===== config.mk =====
export PLATFORM = sky130hd
export DESIGN_NAME = base92_encoder
export DESIGN_NICKNAME = d
export VERILOG_FILES = /design/src/hw/rtl/b92_pkg.sv /design/src/hw/rtl/b92_front.sv /design/src/hw/rtl/b92_queue.sv /design/src/hw/rtl/b92_back.sv /design/src/hw/rtl/base92_encoder.sv
export VERILOG_INCLUDE_DIRS = /design/src /design/src/hw/rtl
export SDC_FILE = /design/constraint.sdc
export NUM_CORES = 1
export LEC_CHECK = 0
export BUFFER_PORTS_ARGS = -buffer_cell sky130_fd_sc_hd__buf_2
export CAP_MARGIN = 5
export CORE_MARGIN = 3
export CORE_UTILIZATION = 60
export CTS_BUF_LIST = sky130_fd_sc_hd__clkbuf_16
export CTS_CLUSTER_DIAMETER = 80
export DETAILED_ROUTE_END_ITERATION = 16
export PLACE_DENSITY = 0.86
export SLEW_MARGIN = 20
export SYNTH_ARGS = -nofsm -noshare
export SYNTH_HDL_FRONTEND = slang
export SYNTH_HIERARCHICAL = 1
export SYNTH_SLANG_ARGS = --single-unit

===== constraint.sdc =====
create_clock -name i_clk -period 7.1 [get_ports i_clk]
set_input_delay 0.355 -clock i_clk [delete_from_list [all_inputs] [get_ports i_clk]]
set_output_delay 0.355 -clock i_clk [all_outputs]
set_load 0.005 [all_outputs]

===== src/hw/rtl/base92_encoder_macros.svh =====
// Assertion macros shared by the Base92 encoder RTL.
// Included by the modules that check their own logic; no other dependencies.
`ifndef BASE92_ENCODER_MACROS_SVH
`define BASE92_ENCODER_MACROS_SVH

// The consequent must hold in the same cycle as the antecedent.
`define B92_ASSERT_NOW(lbl, clk, rst_n, ante, cons, msg) \
    lbl: assert property (@(posedge clk) disable iff (!rst_n) (ante) |-> (cons)) \
        else $error(msg);

// The consequent must hold in the cycle after the antecedent.
`define B92_ASSERT_NEXT(lbl, clk, rst_n, ante, cons, msg) \
    lbl: assert property (@(posedge clk) disable iff (!rst_n) (ante) |=> (cons)) \
        else $error(msg);

`endif


===== src/hw/rtl/b92_pkg.sv =====
// Package for the Base92 encoder: job type, constants and alphabet mapping.
// Used by every RTL module of the encoder; depends on nothing.
`default_nettype none

package b92_pkg;

    // Field widths.
    localparam int B92_BYTE_W    = 8;
    localparam int B92_CHAR_W    = 7;
    localparam int B92_PEND_W    = 12;
    localparam int B92_CNT_W     = 4;
    localparam int B92_GROUP_W   = 13;
    localparam int B92_SINGLE_W  = 6;
    // Leftover bit counts of at least this size are flushed as a full group.
    localparam int B92_SPLIT_CNT = 7;

    // Radix and its reciprocal: q = (g * B92_RECIP) >> B92_RECIP_SH is exact
    // for every 13-bit g.
    localparam int B92_RADIX     = 91;
    localparam int B92_RECIP     = 11523;
    localparam int B92_RECIP_W   = 14;
    localparam int B92_RECIP_SH  = 20;
    localparam int B92_PROD_W    = B92_GROUP_W + B92_RECIP_W;

    // Default depth of the job queue between front and back.
    localparam int B92_QUEUE_DEPTH = 4;

    // One unit of work for the back end: a 13-bit group (two characters)
    // or a 6-bit value (one character).
    typedef struct packed {
        logic                   single;
        logic [B92_GROUP_W-1:0] value;
        logic                   last;
    } t_job;

    // Map an index 0..90 to its character: '!' upward, skipping '"' and '`'.
    function automatic logic [B92_CHAR_W-1:0] b92_alpha(input logic [B92_CHAR_W-1:0] idx);
        logic [B92_CHAR_W-1:0] c;
        c = idx + 7'd33;
        if (idx >= 7'd1) begin
            c = c + 7'd1;
        end
        if (idx >= 7'd62) begin
            c = c + 7'd1;
        end
        return c;
    endfunction

endpackage

`default_nettype wire


===== src/hw/rtl/b92_front.sv =====
// Front end of the Base92 encoder: accepts bytes, tracks pending bits and
// turns them into group and flush jobs. Depends on b92_pkg and the macro header.
`default_nettype none
`include "base92_encoder_macros.svh"

module b92_front (
    input  wire logic                             i_clk,
    input  wire logic                             i_rst_n,
    input  wire logic                             i_in_valid,
    output logic                                  o_in_ready,
    input  wire logic [b92_pkg::B92_BYTE_W-1:0]   i_data_byte,
    input  wire logic                             i_last_byte,
    output logic                                  o_push,
    output b92_pkg::t_job                         o_job,
    input  wire logic                             i_full
);
    import b92_pkg::*;

    logic [B92_PEND_W-1:0]           r_pbits, n_pbits;
    logic [B92_CNT_W-1:0]            r_cnt, n_cnt;
    logic                            r_hold_v, n_hold_v;
    t_job                            r_hold, n_hold;

    logic                            w_accept;
    logic [B92_PEND_W+B92_BYTE_W-1:0] w_acc;
    logic [B92_CNT_W:0]              w_cnt8;
    logic                            w_has_group;
    logic [2:0]                      w_shift;
    logic [B92_GROUP_W-1:0]          w_group;
    logic [B92_CNT_W-1:0]            w_rem;
    logic [B92_PEND_W-1:0]           w_rem_bits;
    logic                            w_has_flush;
    t_job                            w_flush;
    t_job                            w_first;

    // A byte is taken only when no second job waits and the queue has room.
    assign o_in_ready = !r_hold_v && !i_full;
    assign w_accept   = i_in_valid && o_in_ready;

    // Split the accumulator into a complete group and the leftover bits.
    always_comb begin
        w_acc       = {r_pbits, i_data_byte};
        w_cnt8      = {1'b0, r_cnt} + (B92_CNT_W+1)'(B92_BYTE_W);
        w_has_group = w_cnt8 >= (B92_CNT_W+1)'(B92_GROUP_W);
        w_shift     = 3'(w_cnt8 - (B92_CNT_W+1)'(B92_GROUP_W));
        w_group     = B92_GROUP_W'(w_acc >> w_shift);
        w_rem       = w_has_group ? B92_CNT_W'(w_cnt8 - (B92_CNT_W+1)'(B92_GROUP_W))
                                  : B92_CNT_W'(w_cnt8);
        w_rem_bits  = w_acc[B92_PEND_W-1:0] & ~({B92_PEND_W{1'b1}} << w_rem);
    end

    // Flush job for the final byte: padded to a single symbol or a full group.
    always_comb begin
        w_has_flush    = i_last_byte && (w_rem != '0);
        w_flush.single = w_rem < B92_CNT_W'(B92_SPLIT_CNT);
        w_flush.last   = 1'b1;
        if (w_flush.single) begin
            w_flush.value = B92_GROUP_W'(B92_SINGLE_W'(B92_GROUP_W'(w_rem_bits)
                            << (B92_CNT_W'(B92_SINGLE_W) - w_rem)));
        end else begin
            w_flush.value = B92_GROUP_W'(w_rem_bits) << (B92_CNT_W'(B92_GROUP_W) - w_rem);
        end
        if (w_has_group) begin
            w_first.single = 1'b0;
            w_first.value  = w_group;
            w_first.last   = i_last_byte && !w_has_flush;
        end else begin
            w_first = w_flush;
        end
    end

    // Push the held job first; otherwise push what the accepted byte produced.
    always_comb begin
        if (r_hold_v) begin
            o_push = !i_full;
            o_job  = r_hold;
        end else begin
            o_push = w_accept && (w_has_group || w_has_flush);
            o_job  = w_first;
        end
    end

    // Next pending state and the second-job holding register.
    always_comb begin
        n_pbits  = r_pbits;
        n_cnt    = r_cnt;
        n_hold_v = r_hold_v;
        n_hold   = r_hold;
        if (r_hold_v && !i_full) begin
            n_hold_v = 1'b0;
        end
        if (w_accept) begin
            n_pbits = i_last_byte ? '0 : w_rem_bits;
            n_cnt   = i_last_byte ? '0 : w_rem;
            if (w_has_group && w_has_flush) begin
                n_hold_v = 1'b1;
                n_hold   = w_flush;
            end
        end
    end

    always_ff @(posedge i_clk) begin
        if (!i_rst_n) begin
            r_pbits  <= '0;
            r_cnt    <= '0;
            r_hold_v <= 1'b0;
        end else begin
            r_pbits  <= n_pbits;
            r_cnt    <= n_cnt;
            r_hold_v <= n_hold_v;
        end
        r_hold <= n_hold;
    end

    // Pending count never exceeds twelve bits.
    `B92_ASSERT_NOW(a_cnt_range, i_clk, i_rst_n, 1'b1, r_cnt <= B92_CNT_W'(B92_PEND_W), "pending count out of range")
    // A held job is always a final flush job.
    `B92_ASSERT_NOW(a_hold_last, i_clk, i_rst_n, r_hold_v, r_hold.last, "held job not marked final")
    // A final byte always produces at least one job.
    `B92_ASSERT_NOW(a_last_pushes, i_clk, i_rst_n, w_accept && i_last_byte, o_push, "final byte produced no job")

endmodule

`default_nettype wire


===== src/hw/rtl/b92_queue.sv =====
// Job queue between front and back end of the Base92 encoder.
// Small first-in first-out buffer of t_job words; depends on b92_pkg.
`default_nettype none
`include "base92_encoder_macros.svh"

module b92_queue #(
    parameter int DEPTH = b92_pkg::B92_QUEUE_DEPTH
) (
    input  wire logic          i_clk,
    input  wire logic          i_rst_n,
    input  wire logic          i_push,
    input  b92_pkg::t_job      i_job,
    output logic               o_full,
    input  wire logic          i_pop,
    output logic               o_empty,
    output b92_pkg::t_job      o_job
);
    import b92_pkg::*;

    localparam int PTR_W = (DEPTH > 1) ? $clog2(DEPTH) : 1;
    localparam int CNT_W = $clog2(DEPTH + 1);

    t_job              r_mem [DEPTH];
    logic [PTR_W-1:0]  r_wptr, n_wptr;
    logic [PTR_W-1:0]  r_rptr, n_rptr;
    logic [CNT_W-1:0]  r_count, n_count;
    logic              w_do_push;
    logic              w_do_pop;

    assign o_full    = r_count == CNT_W'(DEPTH);
    assign o_empty   = r_count == '0;
    assign o_job     = r_mem[r_rptr];
    assign w_do_push = i_push && !o_full;
    assign w_do_pop  = i_pop && !o_empty;

    // Pointer and fill count update.
    always_comb begin
        n_wptr  = r_wptr;
        n_rptr  = r_rptr;
        n_count = r_count;
        if (w_do_push) begin
            n_wptr = (r_wptr == PTR_W'(DEPTH - 1)) ? '0 : r_wptr + 1'b1;
        end
        if (w_do_pop) begin
            n_rptr = (r_rptr == PTR_W'(DEPTH - 1)) ? '0 : r_rptr + 1'b1;
        end
        if (w_do_push && !w_do_pop) begin
            n_count = r_count + 1'b1;
        end else if (w_do_pop && !w_do_push) begin
            n_count = r_count - 1'b1;
        end
    end

    always_ff @(posedge i_clk) begin
        if (!i_rst_n) begin
            r_wptr  <= '0;
            r_rptr  <= '0;
            r_count <= '0;
        end else begin
            r_wptr  <= n_wptr;
            r_rptr  <= n_rptr;
            r_count <= n_count;
        end
    end

    // Storage write.
    always_ff @(posedge i_clk) begin
        if (w_do_push) begin
            r_mem[r_wptr] <= i_job;
        end
    end

    // The front never pushes into a full queue; a lost job is a lost word.
    `B92_ASSERT_NOW(a_no_overflow, i_clk, i_rst_n, i_push, !o_full, "push into full queue")
    // The fill count stays within the depth.
    `B92_ASSERT_NOW(a_count_range, i_clk, i_rst_n, 1'b1, r_count <= CNT_W'(DEPTH), "queue count overflow")
    // Equal pointers mean empty or full, nothing in between.
    `B92_ASSERT_NOW(a_ptr_match, i_clk, i_rst_n, r_wptr == r_rptr, o_empty || o_full, "pointer and count disagree")

endmodule

`default_nettype wire


===== src/hw/rtl/b92_back.sv =====
// Back end of the Base92 encoder: divides groups by 91 with a reciprocal multiply,
// maps to characters and sends one word per cycle unless the output stalls. Depends on b92_pkg.
`default_nettype none
`include "base92_encoder_macros.svh"

module b92_back (
    input  wire logic                             i_clk,
    input  wire logic                             i_rst_n,
    input  wire logic                             i_empty,
    input  b92_pkg::t_job                         i_job,
    output logic                                  o_pop,
    output logic                                  o_out_valid,
    input  wire logic                             i_out_ready,
    output logic [b92_pkg::B92_CHAR_W-1:0]        o_code_char,
    output logic                                  o_last_char
);
    import b92_pkg::*;

    // Product stage.
    logic                     r_p_v;
    t_job                     r_p_job;
    logic [B92_PROD_W-1:0]    r_p_prod;

    // Character stage, which also drives the output port.
    logic                     r_d_v;
    logic [B92_CHAR_W-1:0]    r_d_c0, r_d_c1;
    logic                     r_d_two;
    logic                     r_d_last;
    logic                     r_d_phase;

    logic                     w_d_final;
    logic                     w_d_free;
    logic                     w_p_free;
    logic [B92_CHAR_W-1:0]    w_q;
    logic [B92_GROUP_W-1:0]   w_qx;
    logic [B92_CHAR_W-1:0]    w_r;
    logic [B92_CHAR_W-1:0]    n_c0, n_c1;

    // Stage handshakes: each stage moves when the one after it frees up.
    assign w_d_final = !r_d_two || r_d_phase;
    assign w_d_free  = !r_d_v || (i_out_ready && w_d_final);
    assign w_p_free  = !r_p_v || w_d_free;
    assign o_pop     = !i_empty && w_p_free;

    // Quotient from the product, remainder by subtracting q * 91.
    always_comb begin
        w_q  = r_p_prod[B92_PROD_W-1:B92_RECIP_SH];
        w_qx = B92_GROUP_W'(w_q) * B92_GROUP_W'(B92_RADIX);
        w_r  = B92_CHAR_W'(r_p_job.value - w_qx);
        if (r_p_job.single) begin
            n_c0 = b92_alpha(B92_CHAR_W'(r_p_job.value[B92_SINGLE_W-1:0]));
        end else begin
            n_c0 = b92_alpha(w_q);
        end
        n_c1 = b92_alpha(w_r);
    end

    always_ff @(posedge i_clk) begin
        if (!i_rst_n) begin
            r_p_v     <= 1'b0;
            r_d_v     <= 1'b0;
            r_d_phase <= 1'b0;
        end else begin
            if (w_p_free) begin
                r_p_v <= o_pop;
            end
            if (w_d_free) begin
                r_d_v     <= r_p_v;
                r_d_phase <= 1'b0;
            end else if (i_out_ready) begin
                r_d_phase <= 1'b1;
            end
        end
        // Payload registers.
        if (o_pop) begin
            r_p_job  <= i_job;
            r_p_prod <= B92_PROD_W'(i_job.value) * B92_PROD_W'(B92_RECIP);
        end
        if (w_d_free && r_p_v) begin
            r_d_c0   <= n_c0;
            r_d_c1   <= n_c1;
            r_d_two  <= !r_p_job.single;
            r_d_last <= r_p_job.last;
        end
    end

    // Output word: first or second character of the current job.
    assign o_out_valid = r_d_v;
    assign o_code_char = r_d_phase ? r_d_c1 : r_d_c0;
    assign o_last_char = r_d_last && w_d_final;

    // The quotient of a 13-bit group is a valid alphabet index.
    `B92_ASSERT_NOW(a_q_range, i_clk, i_rst_n, r_p_v && !r_p_job.single, w_q <= B92_CHAR_W'(B92_RADIX - 1), "quotient out of range")
    // The remainder is a valid alphabet index.
    `B92_ASSERT_NOW(a_r_range, i_clk, i_rst_n, r_p_v && !r_p_job.single, w_r <= B92_CHAR_W'(B92_RADIX - 1), "remainder out of range")
    // Second phase only exists for two-character jobs.
    `B92_ASSERT_NOW(a_phase_two, i_clk, i_rst_n, r_d_v && r_d_phase, r_d_two, "second character of a single job")

endmodule

`default_nettype wire


===== src/hw/rtl/base92_encoder.sv =====
// Top level of the Base92 encoder: front end, job queue and back end.
// Depends on b92_pkg, b92_front, b92_queue and b92_back.
//
//   Channel | Handshake                   | Word
//   --------+-----------------------------+-----------------------------------
//   input   | i_in_valid / o_in_ready     | i_data_byte, i_last_byte
//   output  | o_out_valid / i_out_ready   | o_code_char, o_last_char
//
// A byte that both completes a group and ends the message holds the input
// while its flush job is queued.
// The back end sends one character per cycle while the output is ready, so the
// single output port sets the throughput.
// A job passes through the queue, the product stage and the character stage.
// Reset is synchronous and active low; it empties the queue and clears pending bits.
// A stalled output fills the queue, after which the input drops ready.
`default_nettype none

module base92_encoder #(
    parameter int QUEUE_DEPTH = b92_pkg::B92_QUEUE_DEPTH
) (
    input  wire logic                             i_clk,
    input  wire logic                             i_rst_n,
    input  wire logic                             i_in_valid,
    output logic                                  o_in_ready,
    input  wire logic [b92_pkg::B92_BYTE_W-1:0]   i_data_byte,
    input  wire logic                             i_last_byte,
    output logic                                  o_out_valid,
    input  wire logic                             i_out_ready,
    output logic [b92_pkg::B92_CHAR_W-1:0]        o_code_char,
    output logic                                  o_last_char
);
    import b92_pkg::*;

    logic  w_push;
    t_job  w_push_job;
    logic  w_full;
    logic  w_pop;
    logic  w_empty;
    t_job  w_head_job;

    // Byte intake and job generation.
    b92_front u_front (
        .i_clk       (i_clk),
        .i_rst_n     (i_rst_n),
        .i_in_valid  (i_in_valid),
        .o_in_ready  (o_in_ready),
        .i_data_byte (i_data_byte),
        .i_last_byte (i_last_byte),
        .o_push      (w_push),
        .o_job       (w_push_job),
        .i_full      (w_full)
    );

    // Jobs waiting for the back end.
    b92_queue #(
        .DEPTH (QUEUE_DEPTH)
    ) u_queue (
        .i_clk   (i_clk),
        .i_rst_n (i_rst_n),
        .i_push  (w_push),
        .i_job   (w_push_job),
        .o_full  (w_full),
        .i_pop   (w_pop),
        .o_empty (w_empty),
        .o_job   (w_head_job)
    );

    // Division, character mapping and output.
    b92_back u_back (
        .i_clk       (i_clk),
        .i_rst_n     (i_rst_n),
        .i_empty     (w_empty),
        .i_job       (w_head_job),
        .o_pop       (w_pop),
        .o_out_valid (o_out_valid),
        .i_out_ready (i_out_ready),
        .o_code_char (o_code_char),
        .o_last_char (o_last_char)
    );

endmodule

`default_nettype wire

=== Yosys cells after proc, flatten, opt, wreduce, memory -nomap -nowiden ===
Memories as Yosys holds them, arrays and structs flattened. A register that Yosys moved wholly into a read port is not among the register bits.
Index checks and enable logic that the tools add are counted.
Widths: inputs -> output; s select.

* Shift operators: 4
* Add/sub/neg operators: 18
* Bitwise logic cells: 3
* Reductions and logical operators: 34
* $lt $le $gt $ge: 8
* $mul: 2
* Eq/ne operators: 3
* Mux-type cells: 28

{| class="wikitable"
|+ Operators by type and width
! operator !! number
|-
| $mux 7 || 10
|-
| $add 7x1->7 const B || 6
|-
| $mux 15 || 2
|-
| $mul 13x14->27 const B || 1
|-
| $shr 20x3->13 || 1
|-
| $logic_and 1x1->1 || 15
|-
| $add 7x6->7 const B || 2
|-
| $ge 7x1->1 const B || 2
|-
| $ge 7x6->1 const B || 2
|-
| $mux 13 || 1
|-
| $shl 12x4->13 || 1
|-
| $and 12x12->12 || 1
|-
| $mux 12 || 1
|-
| $not 12->12 || 1
|-
| $shl 12x4->12 const A || 1
|-
| $shl 12x4->6 || 1
|-
| $logic_not 1->1 || 10
|-
| $mux 2 || 4
|-
| $mux 4 || 2
|-
| $add 6x6->7 const B || 1
|-
| $mul 7x7->7 const B || 1
|-
| $sub 7x7->7 || 1
|-
| $ge 6x1->1 const B || 1
|-
| $ge 6x6->1 const B || 1
|-
| 20 further kinds || 31
|}

* Register bits: 93
* Memories: 1
* Bits of input ports: 13
* Bits in writable memories: 60
* Logic and storage cells: 120
* Output and inout port bits: 10

{| class="wikitable"
|+ Memories
! name !! words !! width !! read ports !! clocked after Yosys merged registers in !! write ports !! line !! text
|-
| u_queue.r_mem || 4 || 15 || 1 || 1 || 1 || b92_queue.sv:23 || <nowiki>t_job r_mem [DEPTH];</nowiki>
|}

=== Logic depth before layout (Yosys ltp) ===
* Depth in word-level cells: 13
* Gate-level depth with buffers: 21
* Mapped depth without buffers: 20

=== Cells and area by module ===
The synthesis kept the hierarchy.

{| class="wikitable"
|+ By module, submodules not included
! module !! cells each !! instances !! sequential area each (µm²) !! area each (µm²)
|-
| b92_back || 594 || 1 || 1021.0 || 5735.5
|-
| b92_front || 397 || 1 || 760.7 || 3080.5
|-
| b92_queue || 129 || 1 || 1981.9 || 2667.6
|}

=== Worst setup path after synthesis ===
Ideal clock, no wire load.

* Kind: flip-flop to flip-flop
* From: register (tool-made name)
* To: register u_back.r_p_prod[25], data pin
* Setup slack: 2.008 ns
* Library setup time: 0.271 ns
* Arrival: 4.821 ns
* Clock period less this slack: 5.092 ns
* Stages on the path, launching flop included: 19
* Cell sequence: dfxtp_1 -> buf_6 -> buf_12 -> mux4_2 -> ha_1 -> fa_1 -> inv_1 -> ha_1 -> inv_1 -> fa_1 -> inv_1 -> fa_1 -> ha_1 -> nand4_1 -> or3_1 -> a211o_1 -> and2_1 -> o311ai_1 -> xor2_1

{| class="wikitable"
|+ RTL lines
! what !! line !! text
|-
| to (signal assigned) || b92_back.sv:77 || <nowiki>r_p_prod <= B92_PROD_W'(i_job.value) * B92_PROD_W'(B92_RECIP);</nowiki>
|-
| to (decl) || b92_back.sv:22 || <nowiki>logic [B92_PROD_W-1:0] r_p_prod;</nowiki>
|}

==> impl_metrics.yaml <==
detailed_routing:
  finalWirelength_um: 27100
  drt_first_pass_iters: 6
  vias: 8670
  final_ant_viol_nets: 0
  topmost_layer_with_routed_signal_wires: "met4"
  routedLengthMet1_um: 10600
  routedWlPerCell_um: 19.9
  met3WireLength_um: 1570
  post-route-drc-count: 0
  met2_wirelength_um: 13600
  drt-initial-drc-count: 983
  post_drt_via_cell_ratio: 6.38
clock_network:
  post_cts_resized: 0
  cts.clk_slew.worst_paths_ns: 0.06
  post_cts_repair_setup_buffers: 0
  clk-insertion-delay-late_ns: 0.43
  cts-hold-fix-buffers: 0
  cts_tree: "yes"
  ctsLongestPathBuffers: 2
  clock_tree.htree_level_count: 4
  clock_tree.root_cell: "sky130_fd_sc_hd__clkbuf_16"
  cts_sinks: 135
  cts_buffers: 17
timing:
  final_setup_vio_count: 0
  timing.hold.ws_ns: 0.165
  grt_setup_unrepaired: "no"
  hold_fails_final_rpt: 0
  max_clock_skew_ns: 0.0111
  final_max_slew_viol_count: 0
  layout_min_cycle_time_ns: 5.95
  max_freq_ghz: 0.168
  timing.final.crit_share: 0.838
  slew_headroom: 0.308
  worst_slew_pin_slew_ns: 1.03
  totalNegativeSetupSlack_ns: 0
die:
  die_w_um: 144
  floorplan.initialDensity: 0.624
  fp.coreArea_um2: 18400
  design.portCount: 23
  std_cell_rows: 49
  die_height_um: 144
  dieArea_um2: 20800
placed_design:
  place.detailed.hpwl_um: 20200
  buffer_ports.inserted: 22
  routabilityCongestion: 0.958
logic_synthesis:
  syn-cell-area_um2: 11500
  synth_enable_flop_cells: 106
  synth_cell_types: 98
  yosys_register_bits: 135
  portion_of_the_post_synthesis_area_used_by_sequential_elements: 0.328
  synth_ff_type: "sky130_fd_sc_hd__edfxtp_1"
  synth_async_reset_ratio: 0
  synth_area_per_cell_um2: 10.3
  syn-instance-count: 1120
  synth_fp_nets: 1309
  yosys_warnings: 6
global_route:
  grt.overflow.total: 0
  first_global_vias: 8689
  antenna_violations_before_repair: 0
  global_route_usage_over_all_layers: 0.267
  grt_start_max_net_pins: 32
  wire_length_of_the_first_global_routing_pass_um: 43400
cells_and_area:
  fillerInstances: 1358
  finish.net_count: 1307
  multiInputGateArea_um2: 6970
  number_of_diodes_added_for_antenna_fixing: 0
  layout-area-overhead-vs-synth_pct: 6.43
  drive_above_1_share: 0.106
  seq_area_um2: 3760
  finalCoreUtilization: 0.664
worst_setup_path:
  cp_max_fo: 15
  worstReg2RegEnd: "u_back/r_p_prod[26]"
  worst_path_cell_chain: "mux4_2, inv_1, ha_1, fa_1, inv_1, ha_1, inv_1, fa_1, fa_1, inv_1, ha_1, a2111oi_0, a211oi_1, and3_1, a211oi_1, o21ai_0, xor2_1"
  cp-start-kind: "register"
  path_class: "register to register"
  timing.critical_path.to_type: "register"
  timing.critical_path.slowest_stage_cell: "sky130_fd_sc_hd__dfxtp_1"
  timing.reg2reg.worst_path_depth: 17
  worst_ep_required_time_ns: 7.27
  timing.critical_path.slowest_cell_delay_ns: 0.96
  worst-endpoint-arrival_ns: 6.12
  cpMostUsedCell: "sky130_fd_sc_hd__inv_1"
  r2r_slack_ns: 1.15
job:
  max-cap-violations: 0
min_path:
  min_path_cells: 2
  hold_end: "u_back/r_d_phase"
  hp-class: "input pin to register"
  timing.hold.worst.start: "i_out_ready"
status:
  run_status: "finished, final reports clean"
## metrics by stage
step                      instance area (µm²)  instances  setup WS (ns)
after floorplan                         11500       1120           2.01
after global placement                  11700       1328           1.38
after detailed placement                11700       1328           1.17
after CTS                               12200       1360           1.15
after global routing                    12200       1360          0.781
final                                   12200       1360           1.15
## metal layers
layer | up-vias | track usage
li1 | 4021 | -
met1 | 4159 | 0.321
met2 | 390 | 0.465
met3 | 100 | 0.0384
met4 | 0 | 0.140
met5 | - | 0
## cells in the final DEF, fill, tap and decap left out, types with 7 or more instances in the layout
| cell | count |
|---|---|
| sky130_fd_sc_hd__a211oi_1 | 10 |
| sky130_fd_sc_hd__a21boi_0 | 7 |
| sky130_fd_sc_hd__a21o_1 | 9 |
| sky130_fd_sc_hd__a21oi_1 | 53 |
| sky130_fd_sc_hd__a22oi_1 | 7 |
| sky130_fd_sc_hd__a32oi_1 | 7 |
| sky130_fd_sc_hd__and2_1 | 13 |
| sky130_fd_sc_hd__buf_2 | 22 |
| sky130_fd_sc_hd__clkbuf_16 | 17 |
| sky130_fd_sc_hd__dfxtp_1 | 29 |
| sky130_fd_sc_hd__edfxtp_1 | 106 |
| sky130_fd_sc_hd__fa_1 | 38 |
| sky130_fd_sc_hd__ha_1 | 138 |
| sky130_fd_sc_hd__inv_1 | 130 |
| sky130_fd_sc_hd__mux2_2 | 13 |
| sky130_fd_sc_hd__mux2i_1 | 27 |
| sky130_fd_sc_hd__mux4_2 | 14 |
| sky130_fd_sc_hd__nand2_1 | 86 |
| sky130_fd_sc_hd__nand2b_1 | 8 |
| sky130_fd_sc_hd__nand3_1 | 21 |
| sky130_fd_sc_hd__nand4_1 | 9 |
| sky130_fd_sc_hd__nor2_1 | 62 |
| sky130_fd_sc_hd__nor2b_1 | 27 |
| sky130_fd_sc_hd__nor3_1 | 10 |
| sky130_fd_sc_hd__o211ai_1 | 12 |
| sky130_fd_sc_hd__o21a_1 | 8 |
| sky130_fd_sc_hd__o21ai_0 | 37 |
| sky130_fd_sc_hd__o22ai_1 | 8 |
| sky130_fd_sc_hd__o31ai_1 | 10 |
| sky130_fd_sc_hd__xnor2_1 | 37 |
| sky130_fd_sc_hd__xor2_1 | 22 |
## worst max path at each step
stage,startpoint,to,slack [ns],depth (start not counted)
6_report,register,u_back/r_p_prod[26],1.15,17
5_1_grt,register,u_back/r_p_prod[26],0.78,17
4_1_cts,register,u_back/r_p_prod[26],1.15,17
3_5_place_dp,register,u_back/r_p_prod[26],1.17,17
3_3_place_gp,register,u_back/r_p_prod[26],1.38,17
2_1_floorplan,register,u_back/r_p_prod[25],2.01,18
## cells by family (layout without fill, tap and decap cells)
logic type / after synthesis / in the layout / share of synthesized area
AO/OA/AOI/OAI: 241 / 241 / 0.150
XOR/XNOR: 65 / 65 / 0.0540
adder cells (fa/ha/maj): 176 / 176 / 0.217
buffers and inverters: 178 / 189 / 0.0659
flip-flops: 135 / 135 / 0.328
multiplexers: 57 / 57 / 0.0706
AND/OR/NAND/NOR: 268 / 268 / 0.115
## sequential cells by signal, indices dropped and copies added (netlist names), 3 cells and up, named ones only
register	count
u_back/r_d_c0	7
u_front/r_pbits	12
u_front/r_cnt	4
u_back/r_p_prod	7
u_back/r_d_c1	7
u_queue/r_count	3
u_front/r_hold	14
u_back/r_p_job	9
u_queue/r_mem	60
## synth_stat cells (7+ instances only)
| cell type | count | area, µm² |
|---|---|---|
| sky130_fd_sc_hd__a211oi_1 | 10 | 75.1 |
| sky130_fd_sc_hd__a21boi_0 | 7 | 52.6 |
| sky130_fd_sc_hd__a21o_1 | 9 | 67.6 |
| sky130_fd_sc_hd__a21oi_1 | 53 | 265 |
| sky130_fd_sc_hd__a22oi_1 | 7 | 52.6 |
| sky130_fd_sc_hd__a32oi_1 | 7 | 61.3 |
| sky130_fd_sc_hd__and2_1 | 13 | 81.3 |
| sky130_fd_sc_hd__buf_2 | 14 | 70.1 |
| sky130_fd_sc_hd__clkbuf_1 | 21 | 78.8 |
| sky130_fd_sc_hd__dfxtp_1 | 29 | 581 |
| sky130_fd_sc_hd__edfxtp_1 | 106 | 3180 |
| sky130_fd_sc_hd__fa_1 | 38 | 761 |
| sky130_fd_sc_hd__ha_1 | 138 | 1730 |
| sky130_fd_sc_hd__inv_1 | 128 | 480 |
| sky130_fd_sc_hd__mux2_2 | 13 | 146 |
| sky130_fd_sc_hd__mux2i_1 | 27 | 270 |
| sky130_fd_sc_hd__mux4_2 | 14 | 315 |
| sky130_fd_sc_hd__nand2_1 | 86 | 323 |
| sky130_fd_sc_hd__nand2b_1 | 8 | 50.1 |
| sky130_fd_sc_hd__nand3_1 | 21 | 105 |
| sky130_fd_sc_hd__nand4_1 | 9 | 56.3 |
| sky130_fd_sc_hd__nor2_1 | 62 | 233 |
| sky130_fd_sc_hd__nor2b_1 | 27 | 169 |
| sky130_fd_sc_hd__nor3_1 | 11 | 55.1 |
| sky130_fd_sc_hd__o211ai_1 | 12 | 90.1 |
| sky130_fd_sc_hd__o21a_1 | 8 | 60.1 |
| sky130_fd_sc_hd__o21ai_0 | 37 | 185 |
| sky130_fd_sc_hd__o22ai_1 | 8 | 50.1 |
| sky130_fd_sc_hd__o31ai_1 | 10 | 75.1 |
| sky130_fd_sc_hd__xnor2_1 | 37 | 324 |
| sky130_fd_sc_hd__xor2_1 | 22 | 193 |
## worst max-delay path, delay by kind of cell, from the launching register on
family / cells / cell delay, ns
adder cells (fa/ha/maj): 6 / 2.30
AO/OA/AOI/OAI: 4 / 1.08
flip-flops: 1 / 0.96
multiplexers: 1 / 0.71
buffers and inverters: 4 / 0.25
AND/OR/NAND/NOR: 1 / 0.22
XOR/XNOR: 1 / 0.16
## cell type report
cell class / instances / share of cell area
Clock buffer: 17 / 0.0348
Clock inverter: 15 / 0.0113
Inverter: 131 / 0.0404
Multi-Input combinational cell: 807 / 0.571
Sequential cell: 135 / 0.308
Tap cell: 229 / 0.0234
Timing Repair Buffer: 26 / 0.0115
Power is not shown: default switching activity piles up to over one toggle a cycle in this logic, so the estimate is an artifact.
